## src/hw/rtl/ppf_pkg.sv

```systemverilog
package ppf_pkg;

  localparam int GEOM_STAGES  = 3;
  localparam int FORCE_STAGES = 7;
  localparam int SQ_W         = 23;
  localparam int RAD_W        = 46;
  localparam int Q_W          = 27;
  localparam int NUM_W        = 55;
  localparam int CFG_IDX_W    = 3;
  localparam int RECIP_SH     = 26;

  localparam logic [CFG_IDX_W-1:0] CFG_SPEED = 3'd4;

  localparam logic [33:0] REPEL_Q     = 34'd102400;
  localparam logic [33:0] NEAR_Q      = 34'd1638400;
  localparam logic [23:0] FIVE_Q16    = 24'd327680;
  localparam logic [23:0] FIFTY_Q16   = 24'd3276800;
  localparam logic [23:0] THIRTY_Q16  = 24'd1966080;
  localparam logic [21:0] RECIP30     = 22'd2236963;
  localparam logic [15:0] SPEED_RESET = 16'd256;

  typedef struct packed {
    logic signed [15:0] self_x;
    logic signed [15:0] self_y;
    logic signed [15:0] other_x;
    logic signed [15:0] other_y;
    logic [1:0]         self_kind;
    logic [1:0]         other_kind;
  } ppf_req_t;

  typedef struct packed {
    logic signed [31:0] accel_x;
    logic signed [31:0] accel_y;
    logic               applied;
  } ppf_res_t;

  typedef struct packed {
    logic signed [16:0] dx;
    logic signed [16:0] dy;
    logic [1:0]         self_kind;
    logic [1:0]         other_kind;
    logic               zero;
    logic               repel;
    logic               near;
  } ppf_geo_t;

  typedef struct packed {
    logic signed [16:0] dx;
    logic signed [16:0] dy;
    logic [SQ_W-1:0]    span;
    logic               repel;
    logic               near;
    logic               applied;
  } ppf_side_t;

  typedef struct packed {
    logic [NUM_W-1:0] num;
    logic [SQ_W-1:0]  span;
    logic             neg;
    logic             applied;
  } ppf_num_t;

  typedef struct packed {
    logic [Q_W-1:0] quot;
    logic           neg;
    logic           applied;
  } ppf_quo_t;

endpackage

```

## src/hw/rtl/ppf_geom.sv

```systemverilog
module ppf_geom import ppf_pkg::*; (
  input  logic             clk_i,
  input  logic             rst_ni,
  input  logic             valid_i,
  input  ppf_req_t         req_i,
  output logic             valid_o,
  output ppf_geo_t         geo_o,
  output logic [RAD_W-1:0] rad_o
);

  logic               v1_q, v2_q, v3_q;
  ppf_geo_t           g1_q, g2_q, g3_q;
  logic [33:0]        sqx_q, sqy_q;
  logic [RAD_W-1:0]   rad_q;
  logic [33:0]        q_sum;
  ppf_geo_t           g1_d, g3_d;

  always_comb begin
    g1_d            = '0;
    g1_d.dx         = $signed({req_i.other_x[15], req_i.other_x})
                    - $signed({req_i.self_x[15], req_i.self_x});
    g1_d.dy         = $signed({req_i.other_y[15], req_i.other_y})
                    - $signed({req_i.self_y[15], req_i.self_y});
    g1_d.self_kind  = req_i.self_kind;
    g1_d.other_kind = req_i.other_kind;
  end

  always_comb begin
    q_sum      = sqx_q + sqy_q;
    g3_d       = g2_q;
    g3_d.zero  = (q_sum == '0);
    g3_d.repel = (q_sum < REPEL_Q);
    g3_d.near  = (q_sum <= NEAR_Q) && (q_sum != '0);
  end

  always_ff @(posedge clk_i or negedge rst_ni) begin
    if (!rst_ni) begin
      v1_q <= 1'b0;
      v2_q <= 1'b0;
      v3_q <= 1'b0;
    end else begin
      v1_q <= valid_i;
      v2_q <= v1_q;
      v3_q <= v2_q;
    end
  end

  always_ff @(posedge clk_i) begin
    g1_q  <= g1_d;
    sqx_q <= g1_q.dx * g1_q.dx;
    sqy_q <= g1_q.dy * g1_q.dy;
    g2_q  <= g1_q;
    g3_q  <= g3_d;
    rad_q <= g3_d.near ? {1'b0, q_sum[20:0], 24'b0} : '0;
  end

  assign valid_o = v3_q;
  assign geo_o   = g3_q;
  assign rad_o   = rad_q;

endmodule

```

## config.mk

```make
export PLATFORM = sky130hd
export DESIGN_NAME = ppf_geom
export DESIGN_NICKNAME = d
export VERILOG_FILES = /design/src/hw/rtl/ppf_pkg.sv /design/src/hw/rtl/ppf_geom.sv
export SDC_FILE = /design/constraint.sdc
export NUM_CORES = 2
export LEC_CHECK = 0
export BUFFER_PORTS_ARGS = -buffer_cell sky130_fd_sc_hd__buf_2
export CORE_MARGIN = 5
export CORE_UTILIZATION = 59
export CTS_BUF_LIST = sky130_fd_sc_hd__clkbuf_2 sky130_fd_sc_hd__clkbuf_4 sky130_fd_sc_hd__clkbuf_8
export DETAILED_ROUTE_END_ITERATION = 8
export PLACE_DENSITY = 0.81
export SKIP_CTS_REPAIR_TIMING = 1
export SLEW_MARGIN = 15
export SYNTH_ARGS = -nofsm -noshare
export SYNTH_HDL_FRONTEND = slang
export SYNTH_SLANG_ARGS = --single-unit
```

## constraint.sdc

```tcl
create_clock -name clk_i -period 6.7 [get_ports clk_i]
set_input_delay 0.335 -clock clk_i [delete_from_list [all_inputs] [get_ports clk_i]]
set_output_delay 0.335 -clock clk_i [all_outputs]
set_load 0.05 [all_outputs]
```

After elaboration in Yosys (flattened, before gate mapping)

Cells that the tools add are included.

Muxes and demuxes: 0
Bitwise logic cells: 0
Divide/modulo/power cells: 0
Shift-type cells: 0
Multipliers: 2
$lt $le $gt $ge: 2
Reductions and logical operators: 3
Equality and inequality tests: 0
Add/subtract/negate cells: 3

Operators with widths:

| kind                                                              | count |
|---|---|
| multiplier 17 x 17 -> 34 bit                                      | 2 |
| adder 34 bit                                                      | 1 |
| less-or-equal comparator 34 x 21 -> 1 bit (second input constant) | 1 |
| zero test 34 bit                                                  | 1 |
| < comparator 34 x 17 -> 1 bit (second input constant)             | 1 |
| nonzero test 34 bit                                               | 1 |
| subtractor 16 x 16 -> 17 bit                                      | 2 |
| logical AND 1 bit                                                 | 1 |

Flip-flop bits (word level): 234
Bits in latches: 0
Output and inout bits: 88
Memories kept: 0
Input bits: 71
Memory bits (read-only): 0
RAM bits: 0

Logic depth before layout (Yosys ltp)

Word-level depth: 3
Gate-level depth with buffers: 26
Gate-level depth less buffers: 25

Least setup slack after synthesis

OpenSTA, ideal clock, no wires.

Kind: reg2reg
From: register g1_q[40] (netlist bit)
To: register sqx_q[33]
Clock period less this slack: 6405 ps
Data arrival time: 6333 ps
Buffers on the path: 2
Cell stages (with the launch flop): 21
Required time: 6628 ps
Slack: 295 ps
Cells stage by stage: dfxtp_1 -> clkbuf_1 -> clkbuf_1 -> nand2_1 -> fa_1 -> inv_1 -> fa_1 -> fa_1 -> fa_1 -> fa_1 -> inv_1 -> fa_1 -> inv_1 -> ha_1 -> a21o_1 -> or3_1 -> o21a_1 -> a2111o_1 -> a31o_2 -> a21oi_1 -> xnor2_1

Word-level cells in the longest chain between the ends: 1

Ends and longest elaborated chain:

| what                         | RTL line       | source |
|---|---|---|
| from (decl)                  | ppf_geom.sv:12 | `ppf_geo_t g1_q, g2_q, g3_q;` |
| from (signal assigned)       | ppf_geom.sv:49 | `g1_q <= g1_d;` |
| multiplier 17 x 17 -> 34 bit | ppf_geom.sv:50 | `sqx_q <= g1_q.dx * g1_q.dx;` |
| to (signal assigned)         | ppf_geom.sv:50 |  |
| to (decl)                    | ppf_geom.sv:13 | `logic [33:0] sqx_q, sqy_q;` |

Every way passes these cells.
A chain may end at the register's enable or synchronous reset.

Final worst setup path

From: register g1_q[20] (netlist bit)
To: register sqy_q[32]

Word-level cells in the longest chain between the ends: 1

Ends and longest elaborated chain:

| what                         | RTL line       | source |
|---|---|---|
| multiplier 17 x 17 -> 34 bit | ppf_geom.sv:51 | `sqy_q <= g1_q.dy * g1_q.dy;` |
| to (signal assigned)         | ppf_geom.sv:51 |  |
| to (decl)                    | ppf_geom.sv:13 |  |

Every way passes these cells.

==> flow_summary.ini <==
[outcome]
status = finished clean

[synthesis]
netlist_area_um2 = 27600
ys_seq_elements = 205
syn_inst = 2890
synth.distinct_cells = 80
ys.flop_type = dfxtp_1
synth.avg_cell_area_um2 = 9.55
yosys_warnings = 0
synth.most_common_cell = inv_1
synth.top_cell.area_share_pct = 38.7
async_flop_share_pct = 1.46
synth_area_leaders = fa_1 39%, dfxtp_1 15%, ha_1 11%
netlist_top_cells_count = 748 x inv_1, 533 x fa_1, 251 x ha_1
synth_edf_count = 0
yosysTopAreaCell = fa_1
ys_seq_area_share_pct = 14.9

[grt]
top_usage_layer = met2
grtUsageMet3_pct = 3.60
grtUsageTotal_pct = 23.0
grtUsageMet1_pct = 27.7
grt_pass1_vias = 21600
overflow = 0
grt_pass1_wl_um = 97200
use_met2_pct = 41.5
antenna_found_initial = 1
grt_max_degree = 27

[route]
vias = 19600
drc = 0
dr.pass1.iters = 5
drtIter0Drc = 988
via_per_inst = 5.32
post_drt_wl_per_cell_um = 15.3
routed_wl_um = 56400
drtAntennaViolNets = 0

[critical_path]
worstSetupPathType = flop to flop
required_ns = 7.21
end_kind = flop
crit_path_top_delay_cell = dfxtp_1
arrival_ns = 6.97
start_kind = flop
cpPeakStageDelay_ns = 0.65
path_max_fanout = 10
critPathLaunch = g1_q[20]
r2r_start = g1_q[20]
worstPathCellList = nand2_1 > fa_1 > fa_1 > fa_1 > inv_1 > fa_1 > fa_1 > inv_1 > fa_1 > inv_1 > ha_1 > a21o_1 > a211oi_2 > nand2_1 > o21ai_1 > buf_4 > o221ai_1 > nand3_1 > or3b_2 > a21oi_1 > xnor2_1
path_delay_family = adder cells
crit_path_frequent_cell = fa_1
path_buf_inv = 4

[sta]
worst_slew_pin_slew_ns = 1.18
whs_ns = 0.0403
maxSlewHeadroom_pct = 21.5
finalCritPeriodShare_pct = 96.3
setup_violations = 0
hold_viol_final = 0
period_needed_ns = 6.45
max_freq_ghz = 0.155
slew_violations = 0
skew_ns = 0.0168
tns_ns = 0

[clocking]
cts.clk_slew.worst_paths_ns = 0.06
cts_tree = built
cts_made_buffers = 38
clkSinkCount = 205
cts_root_buf = clkbuf_8
clockBufferDepth = 3
clk_latency_ns = 0.60
htree_levels = 2

[cells_and_area]
fin_cells = 3691
fill_cells = 3600
drive_above_1_share_pct = 10.5
final_nets = 3912
syn_to_final_growth_pct = 8.68
final_core_util_pct = 64.7

[floorplanning]
die_height_um = 226
rows = 79
initial_core_util_pct = 59.5
die_area_um2 = 51200
ioPinCount = 159
core_um2 = 46400
chipWidth_um = 226

[job]
drv_cap = 0

[placed_design]
gp_congestion = 0.955
hpwl_um = 47900
placed_cells = 3617
portBuffers = 133

[min_path]
min_from = req_i[52]
hold_class = input pin to flop
==> path summary, 6_finish.rpt <==
check / to / slack (ns) / cells after the start
hold reg to reg: geo_o[36] / 0.32 / 0
hold / removal: g1_q[24] / 0.04 / 3
setup / recovery: sqy_q[32] / 0.25 / 21
setup reg to reg: sqy_q[32] / 0.25 / 21
min in group asynchronous: valid_o / 0.07 / 2
max in group asynchronous: v1_q / 6.52 / 2
==> cells by family (layout without fill, tap and decap cells) <==
family                   after synthesis  in the layout  share of synthesized area [%]
multiplexers                           4              4                          0.150
other                                  1             26                         0.0136
flip-flops                           205            205                           14.9
buffers and inverters                834           1003                           11.9
adder cells (fa/ha/maj)              784            784                           50.1
XOR/XNOR                             133            133                           4.22
AO/OA/AOI/OAI                        313            313                           7.58
AND/OR/NAND/NOR                      616            616                           11.1
==> registers in the layout, indices dropped and copies added (netlist names) <==
| register | count |
|---|---|
| geo_o | 41 |
| g1_q | 38 |
| g2_q | 38 |
| sqx_q | 32 |
| sqy_q | 32 |
| rad_o | 21 |
| v1_q | 1 |
| v2_q | 1 |
| valid_o | 1 |
==> cell usage in the layout, fill, tap and decap left out, types with 82 or more instances in the layout <==
cell / count
inv_1: 748
xnor2_1: 100
and2_1: 112
a21oi_1: 82
buf_2: 133
dfxtp_1: 179
nor2_1: 108
nand2_1: 215
ha_1: 250
fa_1: 532
==> per-layer routing <==
layer | vias up | share of wire, %
met5 | - | 0
met4 | 0 | 3.9
met3 | 171 | 5.4
met2 | 549 | 53
met1 | 9860 | 38
li1 | 9054 | -
==> per-stage QoR <==
| stage | cell area [um^2] | setup slack, ns |
|---|---|---|
| CTS | 29900 | -0.0454 |
| global placement | 29000 | 0.128 |
| detailed placement | 29000 | -0.00566 |
| floorplan | 27700 | 0.295 |
| global route | 30000 | -0.00171 |
| finish | 30000 | 0.246 |
==> worst min-delay path, stage by stage <==
cell,delay (ns)
buf_2,0.09
ha_1,0.13
inv_1,0.04
==> final cells by class <==
type	instances	area [um^2]	share of cell area (%)
inverter	749	2810	9.38
clock inverter	14	185	0.617
timing repair buffer	188	1100	3.67
antenna	1	2.50	0.00834
tap	607	759	2.53
multi-input combinational	1875	20300	67.7
clock buffer	52	678	2.26
sequential	205	4150	13.8
Power is not shown: default switching activity piles up to over one toggle a cycle in this logic, so the estimate is an artifact.
