===== src/hw/rtl/ppf_pkg.sv =====
package ppf_pkg;

  localparam int GEOM_STAGES  = 3;
  localparam int FORCE_STAGES = 7;
  localparam int SQ_W         = 23;
  localparam int RAD_W        = 46;
  localparam int Q_W          = 27;
  localparam int NUM_W        = 55;
  localparam int CFG_IDX_W    = 3;
  localparam int RECIP_SH     = 26;

  localparam logic [CFG_IDX_W-1:0] CFG_SPEED = 3'd4;

  localparam logic [33:0] REPEL_Q     = 34'd102400;
  localparam logic [33:0] NEAR_Q      = 34'd1638400;
  localparam logic [23:0] FIVE_Q16    = 24'd327680;
  localparam logic [23:0] FIFTY_Q16   = 24'd3276800;
  localparam logic [23:0] THIRTY_Q16  = 24'd1966080;
  localparam logic [21:0] RECIP30     = 22'd2236963;
  localparam logic [15:0] SPEED_RESET = 16'd256;

  typedef struct packed {
    logic signed [15:0] self_x;
    logic signed [15:0] self_y;
    logic signed [15:0] other_x;
    logic signed [15:0] other_y;
    logic [1:0]         self_kind;
    logic [1:0]         other_kind;
  } ppf_req_t;

  typedef struct packed {
    logic signed [31:0] accel_x;
    logic signed [31:0] accel_y;
    logic               applied;
  } ppf_res_t;

  typedef struct packed {
    logic signed [16:0] dx;
    logic signed [16:0] dy;
    logic [1:0]         self_kind;
    logic [1:0]         other_kind;
    logic               zero;
    logic               repel;
    logic               near;
  } ppf_geo_t;

  typedef struct packed {
    logic signed [16:0] dx;
    logic signed [16:0] dy;
    logic [SQ_W-1:0]    span;
    logic               repel;
    logic               near;
    logic               applied;
  } ppf_side_t;

  typedef struct packed {
    logic [NUM_W-1:0] num;
    logic [SQ_W-1:0]  span;
    logic             neg;
    logic             applied;
  } ppf_num_t;

  typedef struct packed {
    logic [Q_W-1:0] quot;
    logic           neg;
    logic           applied;
  } ppf_quo_t;

endpackage


===== src/hw/rtl/ppf_div.sv =====
module ppf_div import ppf_pkg::*; (
  input  logic     clk_i,
  input  logic     rst_ni,
  input  logic     valid_i,
  input  ppf_num_t num_i,
  output logic     valid_o,
  output ppf_quo_t quo_o
);

  logic            v_q    [Q_W];
  logic [SQ_W-1:0] rem_q  [Q_W];
  logic [Q_W-1:0]  low_q  [Q_W];
  logic [Q_W-1:0]  quot_q [Q_W];
  logic [SQ_W-1:0] d_q    [Q_W];
  logic            neg_q  [Q_W];
  logic            app_q  [Q_W];

  for (genvar k = 0; k < Q_W; k++) begin : g_stage
    logic            vin, negin, appin, ge;
    logic [SQ_W-1:0] remin, din, rem_d;
    logic [Q_W-1:0]  lowin, quotin;
    logic [SQ_W:0]   cand;

    if (k == 0) begin : g_first
      assign vin    = valid_i;
      assign remin  = num_i.num[Q_W+SQ_W-1:Q_W];
      assign lowin  = num_i.num[Q_W-1:0];
      assign quotin = '0;
      assign din    = num_i.span;
      assign negin  = num_i.neg;
      assign appin  = num_i.applied;
    end else begin : g_next
      assign vin    = v_q[k-1];
      assign remin  = rem_q[k-1];
      assign lowin  = low_q[k-1];
      assign quotin = quot_q[k-1];
      assign din    = d_q[k-1];
      assign negin  = neg_q[k-1];
      assign appin  = app_q[k-1];
    end

    always_comb begin
      cand  = {remin, lowin[Q_W-1]};
      ge    = (cand >= {1'b0, din});
      rem_d = ge ? SQ_W'(cand - {1'b0, din}) : cand[SQ_W-1:0];
    end

    always_ff @(posedge clk_i or negedge rst_ni) begin
      if (!rst_ni) begin
        v_q[k] <= 1'b0;
      end else begin
        v_q[k] <= vin;
      end
    end

    always_ff @(posedge clk_i) begin
      rem_q[k]  <= rem_d;
      low_q[k]  <= lowin << 1;
      quot_q[k] <= {quotin[Q_W-2:0], ge};
      d_q[k]    <= din;
      neg_q[k]  <= negin;
      app_q[k]  <= appin;
    end
  end

  assign valid_o       = v_q[Q_W-1];
  assign quo_o.quot    = quot_q[Q_W-1];
  assign quo_o.neg     = neg_q[Q_W-1];
  assign quo_o.applied = app_q[Q_W-1];

  a_rem_below_divisor: assert property (@(posedge clk_i) disable iff (!rst_ni)
    v_q[Q_W-1] |-> rem_q[Q_W-1] < d_q[Q_W-1])
    else $error("division remainder not below divisor");

  a_first_rem_fits: assert property (@(posedge clk_i) disable iff (!rst_ni)
    v_q[0] |-> rem_q[0] < d_q[0])
    else $error("quotient exceeds its width");

endmodule


===== config.mk =====
export PLATFORM = sky130hd
export DESIGN_NAME = ppf_div
export DESIGN_NICKNAME = d
export VERILOG_FILES = /design/src/hw/rtl/ppf_pkg.sv /design/src/hw/rtl/ppf_div.sv
export SDC_FILE = /design/constraint.sdc
export NUM_CORES = 2
export LEC_CHECK = 0
export BUFFER_PORTS_ARGS = -buffer_cell sky130_fd_sc_hd__buf_2
export CAP_MARGIN = 10
export CORE_MARGIN = 3
export CORE_UTILIZATION = 55
export CTS_CLUSTER_DIAMETER = 30
export DETAILED_ROUTE_END_ITERATION = 8
export GPL_TIMING_DRIVEN = 0
export PLACE_DENSITY = 0.74
export SLEW_MARGIN = 25
export SYNTH_ARGS = -nofsm -noshare
export SYNTH_HDL_FRONTEND = slang
export SYNTH_SLANG_ARGS = --single-unit

===== constraint.sdc =====
create_clock -name clk_i -period 3.45 [get_ports clk_i]
set_input_delay 0.345 -clock clk_i [delete_from_list [all_inputs] [get_ports clk_i]]
set_output_delay 0.345 -clock clk_i [all_outputs]
set_load 0.1 [all_outputs]

# Word-level counts from Yosys, hierarchy flattened
# Memory sizes are Yosys's and may differ from the RTL's.
# Cells that the tools add are included.
word_totals:
  register_bits: 27
  wordCells: 114
  n_memories: 6
  out_inout_bits: 30
  ramBits: 2727
  inputBits: 83
classes:
  muxes: 27
  n_addsub: 27
  magnitude_cmp: 27
mem_list:
  columns: ["name", "depth", "width", "read_ports", "rd_ports_with_merged_regs", "wr", "line", "source"]
  rows:
  - ["quot_q", 27, 27, 27, 0, 27, "ppf_div.sv:13", "logic [Q_W-1:0] quot_q [Q_W];"]
  - ["low_q", 27, 26, 26, 0, 27, "ppf_div.sv:12", "logic [Q_W-1:0] low_q [Q_W];"]
  - ["d_q", 27, 23, 26, 0, 27, "ppf_div.sv:14", "logic [SQ_W-1:0] d_q [Q_W];"]
  - ["rem_q", 27, 23, 26, 0, 27, "ppf_div.sv:11", "logic [SQ_W-1:0] rem_q [Q_W];"]
  - ["app_q", 27, 1, 27, 0, 27, "ppf_div.sv:16", "logic app_q [Q_W];"]
  - ["neg_q", 27, 1, 27, 0, 27, "ppf_div.sv:15", "logic neg_q [Q_W];"]
op_table:
  columns: ["operator", "n"]
  rows:
  - ["$ge A24 B23 Y1", 27]
  - ["$mux W23", 27]
  - ["$sub A23 B23 Y23", 27]

# Logic depth before layout (Yosys ltp)
# An unclocked memory read counts as a cell.
logic_depth:
  word_depth: 3
  ltp_mapped: 14
  mapped_depth_nobuf: 13

# Least setup slack after synthesis
# No wires, ideal clock.
synth_path:
  kind: "register to register"
  startpoint: "memory low_q[0][363] (netlist name)"
  endpoint: "memory rem_q[14][10], in the netlist rem_q[0][332]"
  path_buffers: 1
  setup_time_ns: 0.121
  path_stages_with_launch: 13
  required_ns: 3.329
  slack_ns: -0.009
  synth_period_minus_slack_ns: 3.459
  arrival_time_ns: 3.338
  path_cell_list: "dfxtp_1 -> inv_1 -> ha_1 -> fa_1 -> nor2b_1 -> o31a_1 -> o311a_1 -> a2111oi_0 -> o41ai_1 -> nor2_1 -> o41ai_2 -> buf_2 -> mux2_2"
synth_rtl:
  columns: ["item", "line"]
  rows:
  - ["start, declared", "ppf_div.sv:12"]
  - ["end, declared", "ppf_div.sv:11"]

==> flow_metrics.tcl <==
set metrics [dict create \
    status "complete, but fails checks" \
    violations "setup timing" \
    clockBufferDepth 4 \
    num_vias 56142 \
    setup_viol 19 \
    worst_slew_pin_slew_ps 1140 \
    cts_made_buffers 376 \
    tritoncts "built" \
    finalSetupTns_ps -649 \
    syn_to_final_growth_pct 23.8 \
    final_cell_mix "dfxtp_1 (1969), inv_1 (778), ha_1 (616), a21oi_1 (539), o21ai_0 (457)" \
    grt_pass1_wl_um 282000 \
    grt_max_degree 28 \
    drc 0 \
    cp_max_fo 5 \
    routed_via_density 5.36 \
    hold_path.class "input pin to flip-flop" \
    cp-start-kind "flip-flop" \
    syn_inst 7666 \
    dpl_cell_area_sq_um 81000 \
    drt-total-wl_um 176000 \
    setup_slack_ps -74.1 \
    drtIter0Drc 3730 \
    p_total_w 0.115 \
    synth_seq_area_share_pct 51.6 \
    grt_pass1_vias 55908 \
    power_frac_seq_pct 28.9 \
    syn-num-nets 8396 \
    rsz0062_at_grt "yes" \
    track_usage_pct 23.5 \
    ys_warn_count 0 \
    p_int_w 0.0750 \
    ff2ff_setup_slack_ps -70 \
    avgRoutedWirePerCell_um 16.8 \
    clk_latency_ps 920 \
    switching_share_pct 34.8 \
    path_class "flip-flop to flip-flop" \
    drive_above_1_share_pct 15.1 \
    fin_crit_sh_pct 102 \
    maxCapViolations 0 \
    comb_power_share_pct 38.5 \
    fmax_ghz 0.284 \
    final_core_util_pct 68.9 \
    yosysUniqueCellTypes 82 \
    gp_congestion 0.945 \
    die_area_sq_um 146000 \
    p_clk_share_pct 32.6 \
    ant_nets 0 \
    port_buffers 107 \
    ir_drop_mv 0.755 \
    cts-root-buf "clkbuf_16" \
    power_density_nw_per_um2 1190 \
    synth_seq_cells 2006 \
    synthesis.area_sq_um 78000 \
    leakage_nw 44.9 \
    synthArstFlopShare_pct 1.35 \
    synth_edf_count 0 \
    fin_crit_ps 3520 \
    path_clk_slew_ps 50 \
    drv_slew 0 \
    start_util_pct 55.6 \
    final.setup_skew_ps 44.0 \
    boundaryPins 113 \
    critPathRequiredTime_ps 4220 \
    antenna_found_initial 4 \
    cp-end-kind "flip-flop" \
    clkSinkCount 2006 \
    hold_ws_ps 72.1 \
    final_common_cell "dfxtp_1" \
    overflow 0 \
    fin_nets 9034 \
    rows 137 \
    dieWidth_um 383 \
    die_y_um 383 \
    arrival_ps 4300 \
    h-tree-depth 5 \
    finalHoldViolations 0 \
    first_pass_iters 8 \
    place_hpwl_um 126000 \
    fin_area_sq_um 96600 \
    slew_headroom_pct 23.1 \
    avgSynthCellArea_sq_um 10.2 \
    core_sq_um 140000 \
    p_sw_w 0.0400 \
    ys.flop_type "dfxtp_1" \
]
-- stage by stage --
stage | setup WS (ps) | instances
2_1_floorplan | 79.2 | 7666
3_3_place_gp | -1270 | 9649
4_1_cts | 1.06 | 10432
6_report | -74.1 | 10482
3_5_place_dp | -1290 | 9650
5_1_grt | -148 | 10479
-- power groups by stage --
stage | registers, W | logic, W | clock network, W
floorplan | 0.0332 | 0.0312 | 0
global placement | 0.0335 | 0.0398 | 0
CTS | 0.0333 | 0.0421 | 0.0382
global route | 0.0338 | 0.0486 | 0.0394
finish | 0.0332 | 0.0442 | 0.0376
detailed placement | 0.0336 | 0.0407 | 0
-- synth_stat cells (all sizes together), types with 15 or more instances --
master	n	area share (%)
nor2	434	2.1
o21ai	466	3.0
o211ai	20	0.19
nand3	92	0.59
a31o	20	0.22
and4	15	0.17
or2	22	0.18
a221oi	16	0.18
nor3	88	0.56
nand2b	84	0.67
inv	781	3.8
mux2i	31	0.40
o31ai	45	0.44
o2111ai	17	0.19
or3	16	0.13
and3	54	0.43
clkbuf	115	0.55
a21boi	25	0.24
dfxtp	1979	51
a21o	299	2.9
o21a	73	0.70
a21oi	554	3.6
nor2b	85	0.68
o31a	30	0.34
dfrtp	27	0.87
o21bai	53	0.51
ha	621	10
and2	23	0.18
xor2	196	2.2
a211o	23	0.26
buf	17	0.12
xnor2	275	3.1
a31oi	62	0.50
fa	26	0.67
nor4	15	0.12
nand4	76	0.61
mux2	242	3.5
o41ai	15	0.19
nand2	444	2.1
a211oi	36	0.35
-- registers in the layout (all words and copies together) (netlist names) --
register / cells
rem_q: 598
d_q: 598
quot_q: 378
app_q: 27
low_q: 351
valid_o: 1
neg_q: 27
g_stage.vin: 26
-- layer usage --
| metal | share of wire (%) | vias up | track usage, % |
|---|---|---|---|
| met5 | 0 | - | 0 |
| met2 | 45 | 1706 | 37.4 |
| met1 | 46 | 26317 | 31.6 |
| met3 | 6.7 | 315 | 4.98 |
| li1 | - | 27804 | - |
| met4 | 2.4 | 0 | 7.91 |
-- worst paths after layout --
check                                from               to  cells after the start
setup / recovery            low_q[0][415]      rem_q[1][4]                     14
hold / removal                  num_i[46]     low_q[0][21]                      2
setup reg to reg            low_q[0][415]      rem_q[1][4]                     14
max in group asynchronous          rst_ni  g_stage[16].vin                      4
min in group asynchronous          rst_ni  g_stage[24].vin                      4
hold reg to reg            quot_q[0][300]   quot_q[0][328]                      0
-- timing repair --
| item | in CTS | in global routing |
|---|---|---|
| pin swaps | 21 | 40 |
| endpoints found under the setup margin | 505 | 530 |
| gates resized for setup | 119 | 195 |
| cloned | 0 | 4 |
| buffers inserted | 32 | 44 |
| endpoints found under the hold margin | 102 | 2 |
| hold buffers | 79 | 2 |
-- cell type report --
class / count / area [sq um]
inverters: 781 / 2930
multi-input cells: 4747 / 34900
well taps: 1876 / 2350
flip-flops and latches: 2006 / 40300
clock buffers: 447 / 10100
repair buffers: 269 / 2090
fillers: 10369 / 43600
clock inverters: 230 / 3170
diodes: 3 / 7.51
plain buffers: 123 / 736
-- worst max-delay path, stage by stage, from the launching register on --
cell       delay, ps
dfxtp_1          300
inv_2             70
ha_4             130
fa_2             220
nor2b_2           50
o31a_1           350
o31ai_4          330
nand3_1          120
a31o_2           290
a311o_1          400
o21a_1           230
a2111oi_4        200
buf_6            200
buf_4            160
mux2_2           330
-- cell families after synthesis --
group	after synthesis	share of synthesized area, %
fa+ha+maj	647	10.6
buf+inv	913	4.43
xor+xnor	471	5.29
compound gates	1856	15.0
flops	2006	51.6
simple gates	1500	9.11
mux	273	3.89
(Power assumes the default switching activity.)
