File: config.mk
export PLATFORM = sky130hd
export DESIGN_NAME = ppf_force
export DESIGN_NICKNAME = d
export VERILOG_FILES = /design/src/hw/rtl/ppf_pkg.sv /design/src/hw/rtl/ppf_force.sv
export SDC_FILE = /design/constraint.sdc
export NUM_CORES = 2
export LEC_CHECK = 0
export CAP_MARGIN = 40
export CORE_ASPECT_RATIO = 0.6
export CORE_UTILIZATION = 30
export CTS_CLUSTER_SIZE = 28
export DETAILED_ROUTE_END_ITERATION = 8
export DONT_BUFFER_PORTS = 1
export HOLD_SLACK_MARGIN = 0.15
export PLACE_DENSITY = 0.43
export SYNTH_ARGS = -nofsm -noshare
export SYNTH_HDL_FRONTEND = slang
export SYNTH_SLANG_ARGS = --single-unit
File: constraint.sdc
create_clock -name clk_i -period 17 [get_ports clk_i]
set_input_delay 2.55 -clock clk_i [delete_from_list [all_inputs] [get_ports clk_i]]
set_output_delay 2.55 -clock clk_i [all_outputs]
set_load 0.02 [all_outputs]
File: src/hw/rtl/ppf_pkg.sv
package ppf_pkg;

  localparam int GEOM_STAGES  = 3;
  localparam int FORCE_STAGES = 7;
  localparam int SQ_W         = 23;
  localparam int RAD_W        = 46;
  localparam int Q_W          = 27;
  localparam int NUM_W        = 55;
  localparam int CFG_IDX_W    = 3;
  localparam int RECIP_SH     = 26;

  localparam logic [CFG_IDX_W-1:0] CFG_SPEED = 3'd4;

  localparam logic [33:0] REPEL_Q     = 34'd102400;
  localparam logic [33:0] NEAR_Q      = 34'd1638400;
  localparam logic [23:0] FIVE_Q16    = 24'd327680;
  localparam logic [23:0] FIFTY_Q16   = 24'd3276800;
  localparam logic [23:0] THIRTY_Q16  = 24'd1966080;
  localparam logic [21:0] RECIP30     = 22'd2236963;
  localparam logic [15:0] SPEED_RESET = 16'd256;

  typedef struct packed {
    logic signed [15:0] self_x;
    logic signed [15:0] self_y;
    logic signed [15:0] other_x;
    logic signed [15:0] other_y;
    logic [1:0]         self_kind;
    logic [1:0]         other_kind;
  } ppf_req_t;

  typedef struct packed {
    logic signed [31:0] accel_x;
    logic signed [31:0] accel_y;
    logic               applied;
  } ppf_res_t;

  typedef struct packed {
    logic signed [16:0] dx;
    logic signed [16:0] dy;
    logic [1:0]         self_kind;
    logic [1:0]         other_kind;
    logic               zero;
    logic               repel;
    logic               near;
  } ppf_geo_t;

  typedef struct packed {
    logic signed [16:0] dx;
    logic signed [16:0] dy;
    logic [SQ_W-1:0]    span;
    logic               repel;
    logic               near;
    logic               applied;
  } ppf_side_t;

  typedef struct packed {
    logic [NUM_W-1:0] num;
    logic [SQ_W-1:0]  span;
    logic             neg;
    logic             applied;
  } ppf_num_t;

  typedef struct packed {
    logic [Q_W-1:0] quot;
    logic           neg;
    logic           applied;
  } ppf_quo_t;

endpackage

File: src/hw/rtl/ppf_force.sv
module ppf_force import ppf_pkg::*; (
  input  logic               clk_i,
  input  logic               rst_ni,
  input  logic               valid_i,
  input  ppf_geo_t           geo_i,
  input  logic [SQ_W-1:0]    dist_i,
  input  logic signed [15:0] rule_i,
  input  logic [15:0]        speed_i,
  output logic               valid_o,
  output ppf_num_t           num_x_o,
  output ppf_num_t           num_y_o
);

  logic               v_q [FORCE_STAGES];
  ppf_side_t          s1_q, s2_q, s3_q, s4_q, s5_q, s6_q;
  ppf_side_t          s1_d;

  logic [20:0]        num_q;
  logic signed [19:0] repf1_q, repf2_q, repf3_q;
  logic signed [15:0] rule1_q, rule2_q;
  logic [42:0]        prod_q;
  logic signed [33:0] rc_q;
  logic [18:0]        mag_q;
  logic               fneg4_q;
  logic [34:0]        fs_q;
  logic [15:0]        adx_q, ady_q;
  logic               xneg5_q, yneg5_q, xneg6_q, yneg6_q;
  logic [33:0]        pxl_q, pyl_q;
  logic [32:0]        pxh_q, pyh_q;
  ppf_num_t           nx_q, ny_q;

  logic signed [24:0] offs;
  logic [23:0]        off;
  logic [23:0]        num_w;
  logic signed [21:0] repf_w;
  logic [16:0]        curve;
  logic signed [33:0] rsh;
  logic signed [19:0] force_w;
  logic [50:0]        sumx, sumy;

  always_comb begin
    s1_d         = '0;
    s1_d.dx      = geo_i.dx;
    s1_d.dy      = geo_i.dy;
    s1_d.span    = geo_i.near ? dist_i : SQ_W'(1);
    s1_d.repel   = geo_i.repel;
    s1_d.near    = geo_i.near;
    s1_d.applied = !geo_i.zero;
    offs         = $signed({2'b0, dist_i}) - $signed({1'b0, FIFTY_Q16});
    off          = offs[24] ? 24'(-offs) : offs[23:0];
    num_w        = THIRTY_Q16 - off;
    repf_w       = $signed({1'b0, dist_i[SQ_W-1:2]}) - $signed(22'(FIVE_Q16));
  end

  always_comb begin
    curve = prod_q[RECIP_SH+16:RECIP_SH];
    rsh   = rc_q >>> 14;
    if (s3_q.repel) begin
      force_w = repf3_q;
    end else if (s3_q.near) begin
      force_w = rsh[19:0];
    end else begin
      force_w = '0;
    end
    sumx = {pxh_q, 18'b0} + {17'b0, pxl_q};
    sumy = {pyh_q, 18'b0} + {17'b0, pyl_q};
  end

  for (genvar k = 0; k < FORCE_STAGES; k++) begin : g_valid
    always_ff @(posedge clk_i or negedge rst_ni) begin
      if (!rst_ni) begin
        v_q[k] <= 1'b0;
      end else if (k == 0) begin
        v_q[k] <= valid_i;
      end else begin
        v_q[k] <= v_q[(k == 0) ? 0 : k-1];
      end
    end
  end

  always_ff @(posedge clk_i) begin
    s1_q    <= s1_d;
    num_q   <= num_w[20:0];
    repf1_q <= repf_w[19:0];
    rule1_q <= rule_i;

    s2_q    <= s1_q;
    prod_q  <= num_q * RECIP30;
    repf2_q <= repf1_q;
    rule2_q <= rule1_q;

    s3_q    <= s2_q;
    rc_q    <= rule2_q * $signed({1'b0, curve});
    repf3_q <= repf2_q;

    s4_q    <= s3_q;
    mag_q   <= force_w[19] ? 19'(-force_w) : force_w[18:0];
    fneg4_q <= force_w[19];

    s5_q    <= s4_q;
    fs_q    <= mag_q * speed_i;
    adx_q   <= s4_q.dx[16] ? 16'(-s4_q.dx) : s4_q.dx[15:0];
    ady_q   <= s4_q.dy[16] ? 16'(-s4_q.dy) : s4_q.dy[15:0];
    xneg5_q <= s4_q.dx[16] ^ fneg4_q;
    yneg5_q <= s4_q.dy[16] ^ fneg4_q;

    s6_q    <= s5_q;
    pxl_q   <= adx_q * fs_q[17:0];
    pxh_q   <= adx_q * fs_q[34:18];
    pyl_q   <= ady_q * fs_q[17:0];
    pyh_q   <= ady_q * fs_q[34:18];
    xneg6_q <= xneg5_q;
    yneg6_q <= yneg5_q;

    nx_q.num     <= {sumx, 4'b0};
    nx_q.span    <= s6_q.span;
    nx_q.neg     <= xneg6_q;
    nx_q.applied <= s6_q.applied;
    ny_q.num     <= {sumy, 4'b0};
    ny_q.span    <= s6_q.span;
    ny_q.neg     <= yneg6_q;
    ny_q.applied <= s6_q.applied;
  end

  assign valid_o = v_q[FORCE_STAGES-1];
  assign num_x_o = nx_q;
  assign num_y_o = ny_q;

endmodule

# Yosys cells after proc, flatten, opt, wreduce, memory -nomap -nowiden
# Cells that the tools add are included.
# W data, S select, Z words.
# totals
reg_bits	836
out_inout_bits	161
elab_cells	85
# op_classes
add_sub_neg	9
mul	7
mux	6
bitwise	2
reduce_logical	1
# ops
op	n
$add A51 B34 Y51	2
$mul A16 B18 Y34	3
$mul A16 B17 Y33	2
$mul A21 B22 Y43 const B	1
$mux W20	2
$mul A19 B16 Y35	1
$mux W16	2
$neg A16 Y16	2
$sub A23 B22 Y24 const B	1
$mux W21	1
$neg A21 Y21	1
$sub A21 B21 Y21 const A	1
$sub A20 B19 Y20 const B	1
$mux W19	1
$neg A19 Y19	1
$xor A1 B1 Y1	2
$logic_not A1 Y1	1

# Depth between registers and ports, before layout
# logic_depth
ltp_word	4
depth_mapped	24

# Least setup slack after synthesis
# No wires, ideal clock.
# synth_timing
path_kind	input -> register
startpoint	in speed_i[7]
endpoint	reg fs_q[28]
arrival_ps	8331
setup_slack_ps	8563
stages	23
path_cell_list	clkbuf_1 buf_1 nand2_1 fa_1 inv_1 fa_1 inv_1 fa_1 inv_1 fa_1 fa_1 inv_1 fa_1 inv_1 ha_1 a21o_1 a21o_1 a221oi_1 nand2_1 a311oi_2 o21bai_1 a2111o_1 o311ai_0
# synth_between
elab_chain_len	1
# synth_lines
item	line_no	rtl
from (decl)	ppf_force.sv:8	input logic [15:0] speed_i,
$mul A19 B16 Y35	ppf_force.sv:101	fs_q <= mag_q * speed_i;
to (signal assigned)	ppf_force.sv:101	
to (decl)	ppf_force.sv:25	logic [34:0] fs_q;
# No other way between the ends.
# A chain may end at the register's enable or synchronous reset.

# Worst setup path in the final report
# layout_timing
startpoint	in speed_i[4]
endpoint	reg fs_q[34]
# The elaborated chain is that of the path after synthesis.

==> out/summary.json <==
{
  "status": {
    "run_status": "completed"
  },
  "grt": {
    "overflow": 0,
    "grt_antenna_before_repair": 15,
    "first_global_vias": 58115,
    "gr-usage-all-layers_pct": 17.2,
    "grt_max_degree": 37,
    "grt_pass1_wl_um": 357000
  },
  "floorplanning": {
    "die_width_um": 671,
    "fp.dieArea_um2": 271000,
    "num_io_pins": 260,
    "floorplan.initialDensity_pct": 30.4,
    "num_rows": 146,
    "placeableCoreArea_um2": 266000,
    "die_height_um": 404
  },
  "synthesis": {
    "synth_edf_count": 0,
    "synth_cell_type_count": 96,
    "yosysTopAreaCellShare_pct": 33.9,
    "seq_total_area_yosys_pct": 19.8,
    "syn_inst": 8341,
    "netlist_area_before_placement_um2": 80600,
    "synth_largest_area_cell": "fa_1",
    "syn-mean-instance-area_um2": 9.67,
    "synth-main-ff-cell": "dfxtp_1",
    "yosysWarningCount": 0,
    "synth_async_sr_flop_share_pct": 0.879,
    "synth.area.top_cells": "fa_1, dfxtp_1, ha_1",
    "postSynthRegisterBits": 796
  },
  "timing": {
    "setup_total_negative_slack_ns": 0,
    "max_clock_skew_ns": 0.0701,
    "max-slew-margin-rel_pct": 36.6,
    "period_share_pct": 47.1,
    "setup_repair_after_global_routing_missed_its_margin": "no",
    "period_needed_ns": 8.00,
    "achievable-frequency_ghz": 0.125,
    "report.final.setup_viol": 0,
    "timing_max_transition_violations_final": 0,
    "timing_worst_slew_pin_value_ns": 0.949,
    "hold_viol_final": 0
  },
  "setup_path": {
    "cpMaxStageDelayCell": "o21ai_0",
    "worst-endpoint-arrival_ns": 8.55,
    "worst-setup-path-type": "in -> reg",
    "worstPathRequired_ns": 17.55,
    "maximum_fanout_along_the_worst_path": 19,
    "crit_path_end_kind": "flip-flop",
    "critical_path.top_delay_family": "adder cells",
    "regToRegEndpoint": "pxl_q[33]",
    "crit_path_frequent_cell": "fa_1",
    "crit-reg2reg-launch": "fs_q[13]",
    "critical_path.cell_chain": "and2_1 -> fa_1 -> inv_1 -> fa_1 -> fa_1 -> inv_1 -> fa_1 -> fa_1 -> inv_1 -> fa_1 -> inv_1 -> ha_1 -> nand2_1 -> nor2_1 -> o2111ai_1 -> nand2_1 -> a311oi_2 -> o21ai_0 -> mux2i_1 -> nor2_1",
    "worstPathBufferInverterCount": 4,
    "rr_worst_depth": 20,
    "critical_path.startpoint_type": "input pin",
    "worst-r2r-setup-slack_ns": 9.38,
    "critical-path-max-stage-delay_ns": 0.56
  },
  "drt": {
    "detail_route.first_pass.iterations": 5,
    "postRouteWirelength_um": 229000,
    "via_to_cell_ratio": 4.58,
    "route.antenna.remaining_nets": 0,
    "vias": 54086,
    "drt-initial-drc-count": 3434,
    "post-route-drc-count": 0,
    "post_drt_wl_per_cell_um": 19.4
  },
  "cts": {
    "post-cts-setup-buffers": 0,
    "postCtsResizedCells": 0,
    "cts_htree_levels": 3,
    "cts_sinks": 796,
    "clock_tree.root_cell": "clkbuf_16",
    "cts_buffers": 83,
    "worst_setup_hold_path_clk_slew_ns": 0.06,
    "cts_buffer_depth": 3,
    "cts_tree": "done",
    "clock_insertion_delay_at_the_later_pin_of_the_skew_report_ns": 0.74,
    "hold_buffers": 0
  },
  "min_path": {
    "hold_path.startpoint": "repf2_q[10]",
    "worst_hold_path_type": "reg -> reg",
    "worstHoldEndpoint": "repf3_q[10]",
    "hold-path-cell-count": 0
  },
  "flow_run": {
    "maxCapViolCount": 0
  },
  "place": {
    "portBuffers": 0,
    "post-dp-hpwl_um": 175000,
    "place.gp.congestion": 0.836
  },
  "final_layout": {
    "final_nets": 10510,
    "syn2layout_area_growth_pct": 8.65,
    "share_of_post_route_cells_with_drive_strength_above_1_pct": 3.62,
    "commonest_non_fill_non_tap_cell_in_the_layout": "inv_1",
    "mostFrequentLayoutCells": "inv_1, fa_1, nand2_1"
  }
}
-- registers in the layout, indices dropped and copies added, names as in the netlist, 21 cells and up --
signal   flops
num_y_o     75
s1_q        60
s2_q        60
s3_q        60
s4_q        58
num_x_o     53
fs_q        35
pxl_q       34
pyl_q       34
pxh_q       33
pyh_q       33
s5_q        24
s6_q        24
num_q       21
-- synth_stat cells (all sizes together), types with 8 or more instances --
cell	number
a22oi	21
ha	863
o21bai	31
o21ai	135
or3	22
o211ai	23
a311oi	8
nor2	156
o2111ai	14
dfxtp	789
inv	1628
clkbuf	300
nand2	1044
and4	8
xor2	108
fa	1366
nand3	45
and2	816
a31oi	24
a21o	95
or2	11
o31ai	19
buf	51
a21oi	177
and3	52
xnor2	200
o311ai	9
nand2b	39
a211oi	23
nor3	56
nor2b	26
nand4	28
nor3b	10
o21a	27
-- kinds of logic after synthesis --
family | synth area share [%]
fa+ha+maj | 47.3
buf+inv | 9.39
mux | 0.0807
flops | 19.8
simple gates | 14.5
other cells | 0.00465
compound gates | 5.55
xor+xnor | 3.38
-- metrics by stage --
step                      cell area, um^2  cells  worst slack [ns]  hold slack, ns  utilization (%)
after CTS                           87600  11803              9.07           0.303             33.0
after global placement              84200  11625              8.01           0.310             31.7
final                               87600  11812              9.00           0.304             33.0
after detailed placement            84600  11649              8.38           0.312             31.9
after floorplan                     80600   8348              8.56           0.310                -
after global routing                87600  11803              8.72           0.317             33.0
-- worst max path at each step --
stage / startpoint / end / depth (start not counted) / slack [ns]
after detailed placement: speed_i[4] / fs_q[33] / 20 / 8.38
after floorplan: speed_i[7] / fs_q[28] / 23 / 8.56
final: speed_i[4] / fs_q[34] / 20 / 9.00
after CTS: speed_i[4] / fs_q[33] / 20 / 9.07
after global routing: speed_i[4] / fs_q[33] / 20 / 8.72
after global placement: speed_i[4] / fs_q[33] / 20 / 8.01
-- worst register-to-register path, delay by kind of cell (launching register included) --
family	cells	cell delay, ns
buf+inv	4	0.68
xor+xnor	1	0.49
compound gates	4	1.33
flops	1	0.39
fa+ha+maj	7	3.48
simple gates	4	1.09
-- final cells by class --
type	instances	area, um^2
Tap cell	3552	4440
Multi-Input combinational cell	5572	57100
Sequential cell	796	16000
Clock inverter	52	734
Inverter	1629	6110
Fill cell	27306	178000
Clock buffer	102	2210
Timing Repair Buffer	100	967
Antenna cell	9	22.5
-- layer usage --
metal	global-route usage, %	part of all wire [%]	up-vias	routed length, um
li1	-	-	25052	-
met1	27.2	53	27595	122000
met2	24.6	40	1267	91000
met3	2.76	5.7	170	13000
met4	2.84	1.5	2	3380
met5	0	0.0074	-	17
Power is not shown: default switching activity piles up to over one toggle a cycle in this logic, so the estimate is an artifact.
